[src/hdl/scrt_pkg.sv]
// Shared types and fixed constants for the slot capacity reservation table.
// Used by the front end, command queue, back end and top level; depends on nothing.
package scrt_pkg;

   // Field widths fixed by the request and result formats.
   localparam int RESOURCE_ID_BITS = 6;
   localparam int TIME_BITS        = 12;
   localparam int COUNT_BITS       = 8;
   localparam int ID_SPAN          = 1 << RESOURCE_ID_BITS;

   // Resource kinds.
   localparam logic [1:0] KIND_SECTOR    = 2'd0;
   localparam logic [1:0] KIND_ARRIVAL   = 2'd1;
   localparam logic [1:0] KIND_DEPARTURE = 2'd2;

   // Actions.
   localparam logic ACT_QUERY   = 1'b0;
   localparam logic ACT_RESERVE = 1'b1;

   // Result status codes.
   localparam logic [1:0] STATUS_OK     = 2'd0;
   localparam logic [1:0] STATUS_RANGE  = 2'd1;
   localparam logic [1:0] STATUS_REFUSE = 2'd2;

   // Queue depths between the parts.
   localparam int CMD_QUEUE_DEPTH = 2;
   localparam int CMD_PTR_BITS    = 1;
   localparam int RSP_QUEUE_DEPTH = 2;
   localparam int RSP_PTR_BITS    = 1;

   typedef struct packed {
      logic                        action;
      logic [1:0]                  resource_kind;
      logic [RESOURCE_ID_BITS-1:0] resource_id;
      logic [TIME_BITS-1:0]        time_req;
      logic [COUNT_BITS-1:0]       capacity;
   } req_type;

   typedef struct packed {
      logic                  at_capacity;
      logic [COUNT_BITS-1:0] remaining;
      logic [1:0]            status;
   } rsp_type;

   // Classified command: slot_idx is the sector time or the airport bin.
   typedef struct packed {
      logic                        range_err;
      logic                        action;
      logic [1:0]                  resource_kind;
      logic [RESOURCE_ID_BITS-1:0] resource_id;
      logic [TIME_BITS-1:0]        slot_idx;
      logic [COUNT_BITS-1:0]       capacity;
   } cmd_type;

   typedef struct packed {
      logic clearing;
      logic busy;
   } back_status_type;

endpackage

[src/hdl/scrt_cmd_queue.sv]
// Short command queue between the front end and the back end.
// Depends on scrt_pkg.
module scrt_cmd_queue (
   input  logic              clock,
   input  logic              reset,
   input  logic              push,
   input  scrt_pkg::cmd_type word_in,
   output logic              full,
   input  logic              pop,
   output logic              valid,
   output scrt_pkg::cmd_type word_out
);

   localparam int CNT_BITS = scrt_pkg::CMD_PTR_BITS + 1;

   scrt_pkg::cmd_type                 entry_ff [scrt_pkg::CMD_QUEUE_DEPTH];
   logic [scrt_pkg::CMD_PTR_BITS-1:0] wr_ptr_ff, wr_ptr_in;
   logic [scrt_pkg::CMD_PTR_BITS-1:0] rd_ptr_ff, rd_ptr_in;
   logic [CNT_BITS-1:0]               count_ff, count_in;
   logic                              do_push, do_pop;

   assign full     = (count_ff == CNT_BITS'(scrt_pkg::CMD_QUEUE_DEPTH));
   assign valid    = (count_ff != '0);
   assign word_out = entry_ff[rd_ptr_ff];
   assign do_push  = push & ~full;
   assign do_pop   = pop & valid;

   always_comb begin
      wr_ptr_in = do_push ? wr_ptr_ff + 1'b1 : wr_ptr_ff;
      rd_ptr_in = do_pop ? rd_ptr_ff + 1'b1 : rd_ptr_ff;
      count_in  = count_ff + CNT_BITS'(do_push) - CNT_BITS'(do_pop);
   end

   always_ff @(posedge clock) begin
      if (reset) begin
         wr_ptr_ff <= '0;
         rd_ptr_ff <= '0;
         count_ff  <= '0;
      end else begin
         wr_ptr_ff <= wr_ptr_in;
         rd_ptr_ff <= rd_ptr_in;
         count_ff  <= count_in;
      end
   end

   always_ff @(posedge clock) begin
      if (do_push) begin
         entry_ff[wr_ptr_ff] <= word_in;
      end
   end

endmodule

[config.mk]
export PLATFORM = sky130hd
export DESIGN_NAME = scrt_cmd_queue
export DESIGN_NICKNAME = d
export VERILOG_FILES = /design/src/hdl/scrt_pkg.sv /design/src/hdl/scrt_cmd_queue.sv
export SDC_FILE = /design/constraint.sdc
export NUM_CORES = 1
export LEC_CHECK = 0
export ABC_AREA = 1
export BUFFER_PORTS_ARGS = -buffer_cell sky130_fd_sc_hd__buf_2
export CAP_MARGIN = 5
export CORE_ASPECT_RATIO = 0.75
export CORE_UTILIZATION = 50
export DETAILED_ROUTE_END_ITERATION = 10
export PLACE_DENSITY = 0.76
export SKIP_CTS_REPAIR_TIMING = 1
export SYNTH_ARGS = -nofsm -noshare
export SYNTH_HDL_FRONTEND = slang
export SYNTH_SLANG_ARGS = --single-unit
[constraint.sdc]
create_clock -name clock -period 4.1 [get_ports clock]
set_input_delay 0.41 -clock clock [delete_from_list [all_inputs] [get_ports clock]]
set_output_delay 0.41 -clock clock [all_outputs]
set_load 0.01 [all_outputs]
==> qor.txt, run 1 <==
Area Growth Syn to Fin: 20.3%
flop-to-flop setup slack: 2.15 ns
starting density of the core: 0.518
via count of the first global-routing pass: 1295
non-filler instance count after layout: 267
startpoint class of the critical path: register
via/cell ratio: 4.88
part of the Yosys area used for sequential elements: 0.750
nature of the critical path endpoint: primary output
Skew-Pair Late Insertion Delay: 0.32 ns
final period utilization: 0.546
leakage power summed over all cells: 1.26 nW
Max Cap Viol: 0
Crit Reg-Reg Endpoint: entry_ff[1][8]$_DFFE_PP_
power density cells: 589 nW/um2
cell type with the largest total area after synthesis: edfxtp_1
total standard cell area after synthesis: 2540 um2
placed wire-length estimate: 2510 um
core utilization of the finished layout: 0.623
TritonCTS clock tree: built
Starting DRT DRC Count: 46
count of endpoints failing hold in the final timing report: 0
number of pins exceeding their max-slew limit in the final report: 0
Routed WL per cell: 14.1 um
path depth of the worst reg2reg path: 4
placement-stage worst setup slack: 2.12 ns
slew at the pin closest to its max-slew limit: 1.21 ns
Worst Path Required: 3.69 ns
WHS Endpoint: count_ff[0]$_SDFF_PP0_
Row Count: 22
cell count of the worst hold path: 2
highest net fanout along the worst path: 30
fraction of synthesized cell area taken by the top area cell type: 0.710
instance count after placement with tap cells included: 254
global-route wire length before repair: 5910 um
RSZ-0062 raised after global routing: false
CTS sink count: 65
f_max: 447 MHz
H-tree levels: 3
# port buffers: 65
cell area after placement: 2910 um2
endpoints failing setup: 0
buffer depth of the longest clock path: 2
Avg Inst Size Synth: 19.2 um2
number of buffers created by CTS: 9
maximum ir drop on the vdd rail: 320 uV
status: finished, violations left
Root Driver: clkbuf_8
final-stage net count: 241
die span in y: 63.7 um
summed negative setup slack over all endpoints: 0 ns
Final Instance Area: 3050 um2
clock-pin transition on the worst setup and hold timing paths: 0.06 ns
worst hold path startpoint: reset
final worst path period need: 2.24 ns
Boundary Pins: 66
worst reg2reg path startpoint: count_ff[0]$_SDFF_PP0_
number of different library cells in the post-synthesis netlist: 10
pin count of the biggest net entering global routing: 31
flops & latches, synth: 65
worst hold slack: 0.259 ns
crit path DAT: 1.83 ns
first-pass iteration count of the detailed router: 7
Die Wd: 84.3 um
remaining antenna violation count after routing: 0
post-detailed-routing wire length: 3760 um
violated checks: DRC
Worst Clk Skew: 0.00752 ns
top area cells in the synthesized netlist: edfxtp_1, mux2_4, dfxtp_1, inv_1, nor2_1
Crit Path Category: reg -> out
syn_nets: 168
fraction of layout instances using a drive strength above 1: 0.517
all-layer global routing usage: 0.158
Final GP Congestion: 0.674
instance count of the mapped netlist: 132
number of antenna cells inserted: 0
initial antenna violation count: 0
Yosys warnings: 0
Hold WC Path Type: in -> reg
DIE AREA: 5370 um2
Std-Cell Core Area: 4900 um2
vias post-DR: 1302
Max-slew headroom: 0.193
total gr overflow: 0
Residual DRC: 10
final setup margin: 1.86 ns
Final Total Pwr: 1.80 mW
-- where the power goes --
group          switching (mW)  total [mW]  internal (mW)
Combinational           0.216       0.473          0.256
Sequential             0.0787       0.926          0.847
Clock                   0.193       0.399          0.206
-- registers in the layout, indices dropped and copies added, names as in the netlist, named ones only --
name       cells
wr_ptr_ff      1
entry_ff      60
rd_ptr_ff      1
count_ff       2
-- how the worst max path moves through the flow --
stage,startpoint,endpoint,slack [ns],cells after the start
floorplan,count_ff[0]$_SDFF_PP0_,entry_ff[0][0]$_DFFE_PP_,1.85,4
global placement,register,word_out[21],2.18,2
detailed placement,count_ff[0]$_SDFF_PP0_,entry_ff[1][2]$_DFFE_PP_,2.12,4
CTS,register,word_out[11],1.81,2
global route,register,word_out[26],1.74,2
finish,register,word_out[11],1.86,2
-- cells in the mapped netlist --
library cell	count
inv_1	10
edfxtp_1	60
nor2_1	9
nand2_1	8
dfxtp_1	5
buf_6	3
nand3_1	3
mux2_4	30
a21oi_1	2
ha_1	2
-- cell usage in the layout, fill, tap and decap left out --
master    instances
buf_2            65
edfxtp_1         60
mux2_4           30
inv_1            10
clkbuf_8          9
nor2_1            8
nand2_1           8
dfxtp_1           4
nand3_1           3
a21oi_1           2
ha_1              2
clkbuf_1          2
nor2_4            1
dfxtp_2           1
clkinv_2          1
clkinv_1          1
-- worst max-delay path, cell delays in order, from the launching register on --
cell and delay [ns]:
dfxtp_2 1.00, mux2_4 0.36, buf_2 0.14
-- cell families (layout without fill, tap and decap cells) --
group                    Yosys count  after routing  share of synthesized area
flip-flops                        65             65                      0.750
buffers and inverters             13             88                     0.0281
AO/OA/AOI/OAI                      2              2                    0.00394
adder cells (fa/ha/maj)            2              2                    0.00986
AND/OR/NAND/NOR                   20             20                     0.0311
multiplexers                      30             30                      0.178
-- cell type report --
cell class / count / area [um2]
clock inverters: 2 / 8.76
flip-flops and latches: 65 / 1900
multi-input cells: 54 / 572
well taps: 60 / 75.1
repair buffers: 65 / 325
clock buffers: 11 / 131
fillers: 383 / 1850
inverters: 10 / 37.5
-- layer usage --
metal | wire length (um) | global-route usage | vias to the layer above
met5 | 0 | 0 | -
met4 | 42 | 0.0668 | 0
met3 | 261 | 0.0852 | 7
met2 | 1770 | 0.247 | 52
met1 | 1690 | 0.181 | 611
li1 | - | - | 632
Note: power is estimated with default switching activity, not from simulation.
==> run 2, diff against run 1 <==
clock period = 2.18 ns   (was 4.1 ns; I/O delays follow)
==> qor.txt, run 2 (synthesis results as in run 1) <==
status: finished, violations left (unchanged)
violated checks: DRC (unchanged)
Die Wd: 84.3 um (unchanged)
summed negative setup slack over all endpoints: 0 ns (unchanged)
via count of the first global-routing pass: 1325 (was 1295)
path depth of the worst reg2reg path: 10 (was 4)
crit path DAT: 1.45 ns (was 1.83 ns)
remaining antenna violation count after routing: 0 (unchanged)
endpoints failing setup: 0 (unchanged)
Largest Register: entry_ff (unchanged)
leading cell types in the layout, fill and taps excluded: buf_2, edfxtp_1, mux2_4 (unchanged)
post-detailed-routing wire length: 3820 um (was 3760 um)
buffer depth of the longest clock path: 2 (unchanged)
Boundary Pins: 66 (unchanged)
flop-to-flop setup slack: 0.53 ns (was 2.15 ns)
Worst Clk Skew: 0.00513 ns (was 0.00752 ns)
total gr overflow: 0 (unchanged)
first-pass iteration count of the detailed router: 7 (unchanged)
WHS Endpoint: count_ff[0]$_SDFF_PP0_ (unchanged)
Row Count: 22 (unchanged)
core utilization of the finished layout: 0.652 (was 0.623)
instance count after placement with tap cells included: 259 (was 254)
Max-slew headroom: 0.709 (was 0.193)
number of pins exceeding their max-slew limit in the final report: 0 (unchanged)
Max Cap Viol: 0 (unchanged)
final-stage net count: 246 (was 241)
Worst Path Required: 1.96 ns (was 3.69 ns)
all-layer global routing usage: 0.163 (was 0.158)
Crit Path Category: reg -> out (unchanged)
placed wire-length estimate: 2590 um (was 2510 um)
number of flip-flops under the largest register name: 60 (unchanged)
count of endpoints failing hold in the final timing report: 0 (unchanged)
# port buffers: 65 (unchanged)
number of buffers created by CTS: 9 (unchanged)
pin count of the biggest net entering global routing: 18 (was 31)
final setup margin: 0.517 ns (was 1.86 ns)
Root Driver: clkbuf_8 (unchanged)
cell count of the worst hold path: 2 (unchanged)
slew at the pin closest to its max-slew limit: 0.435 ns (was 1.21 ns)
Hold WC Path Type: in -> reg (unchanged)
placement-stage worst setup slack: 0.577 ns (was 2.12 ns)
maximum ir drop on the vdd rail: 1050 uV (was 320 uV)
non-filler instance count after layout: 275 (was 267)
initial antenna violation count: 0 (unchanged)
f_max: 601 MHz
global-route wire length before repair: 6100 um (was 5910 um)
Crit Reg-Reg Endpoint: count_ff[1]$_SDFF_PP0_ (was entry_ff[1][8]$_DFFE_PP_)
Std-Cell Core Area: 4900 um2 (unchanged)
highest net fanout along the worst path: 17 (was 30)
starting density of the core: 0.518 (unchanged)
largest registers: entry_ff (60), count_ff (2) (unchanged)
via/cell ratio: 4.80 (was 4.88)
final worst path period need: 1.66 ns
power density cells: 1200 nW/um2 (was 589 nW/um2)
CTS sink count: 65 (unchanged)
DIE AREA: 5370 um2 (unchanged)
startpoint class of the critical path: register (unchanged)
Residual DRC: 8 (was 10)
number of antenna cells inserted: 0 (unchanged)
Routed WL per cell: 13.9 um (was 14.1 um)
TritonCTS clock tree: built (unchanged)
Starting DRT DRC Count: 47 (was 46)
Area Growth Syn to Fin: 26.0% (was 20.3%)
H-tree levels: 3 (unchanged)
vias post-DR: 1321 (was 1302)
most common library cell in the layout ignoring fill and taps: buf_2 (unchanged)
die span in y: 63.7 um (unchanged)
worst reg2reg path startpoint: count_ff[0]$_SDFF_PP0_ (unchanged)
Final GP Congestion: 0.694 (was 0.674)
RSZ-0062 raised after global routing: false (unchanged)
clock-pin transition on the worst setup and hold timing paths: 0.07 ns (was 0.06 ns)
leakage power summed over all cells: 1.33 nW (was 1.26 nW)
nature of the critical path endpoint: primary output (unchanged)
final period utilization: 0.763
fraction of layout instances using a drive strength above 1: 0.535 (was 0.517)
Skew-Pair Late Insertion Delay: 0.33 ns (was 0.32 ns)
worst hold path startpoint: reset (unchanged)
## run 2: worst max-delay path by stage
stage / cells past startpoint / slack [ns] / startpoint / endpoint
floorplan: 4 / 0.42 / count_ff[0]$_SDFF_PP0_ / entry_ff[0][0]$_DFFE_PP_
global placement: 5 / 0.67 / count_ff[0]$_SDFF_PP0_ / entry_ff[0][4]$_DFFE_PP_
detailed placement: 10 / 0.58 / count_ff[0]$_SDFF_PP0_ / count_ff[1]$_SDFF_PP0_
CTS: 3 / 0.50 / register / word_out[10]
global route: 10 / 0.43 / count_ff[0]$_SDFF_PP0_ / count_ff[1]$_SDFF_PP0_
finish: 3 / 0.52 / register / word_out[11]
## run 2: critical path, cell delays in order, from the launching register on
cell and delay [ns]:
dfxtp_2 0.32, buf_4 0.31, mux2_4 0.34, buf_2 0.14
## run 2: power by group
group / switching (mW) / internal (mW)
clock: 0.421 / 0.754
sequential: 0.0598 / 1.59
combinational: 0.499 / 0.510
total: 0.980 / 2.85
## run 2: final cells by class
class / instances / area (um2)
Sequential cell: 65 / 1900
Clock buffer: 10 / 128
Multi-Input combinational cell: 54 / 572
Timing Repair Buffer: 70 / 375
Clock inverter: 6 / 106
Fill cell: 360 / 1700
Inverter: 10 / 37.5
Tap cell: 60 / 75.1
## run 2: per-stage QoR
stage	instance area [um2]	power [mW]	hold WS (ns)
floorplan	2540	2.37	0.289
CTS	3200	3.88	0.0362
detailed placement	2960	2.69	0.400
global route	3200	4.03	0.0382
global placement	2960	2.67	0.397
finish	3200	3.83	0.0523
## run 2: metal layers
| layer | track usage | share of wire | vias to the layer above |
|---|---|---|---|
| met2 | 0.264 | 0.51 | 49 |
| met5 | 0 | 0 | - |
| met1 | 0.179 | 0.41 | 623 |
| met4 | 0.0453 | 0.0076 | 0 |
| met3 | 0.101 | 0.070 | 5 |
| li1 | - | - | 644 |
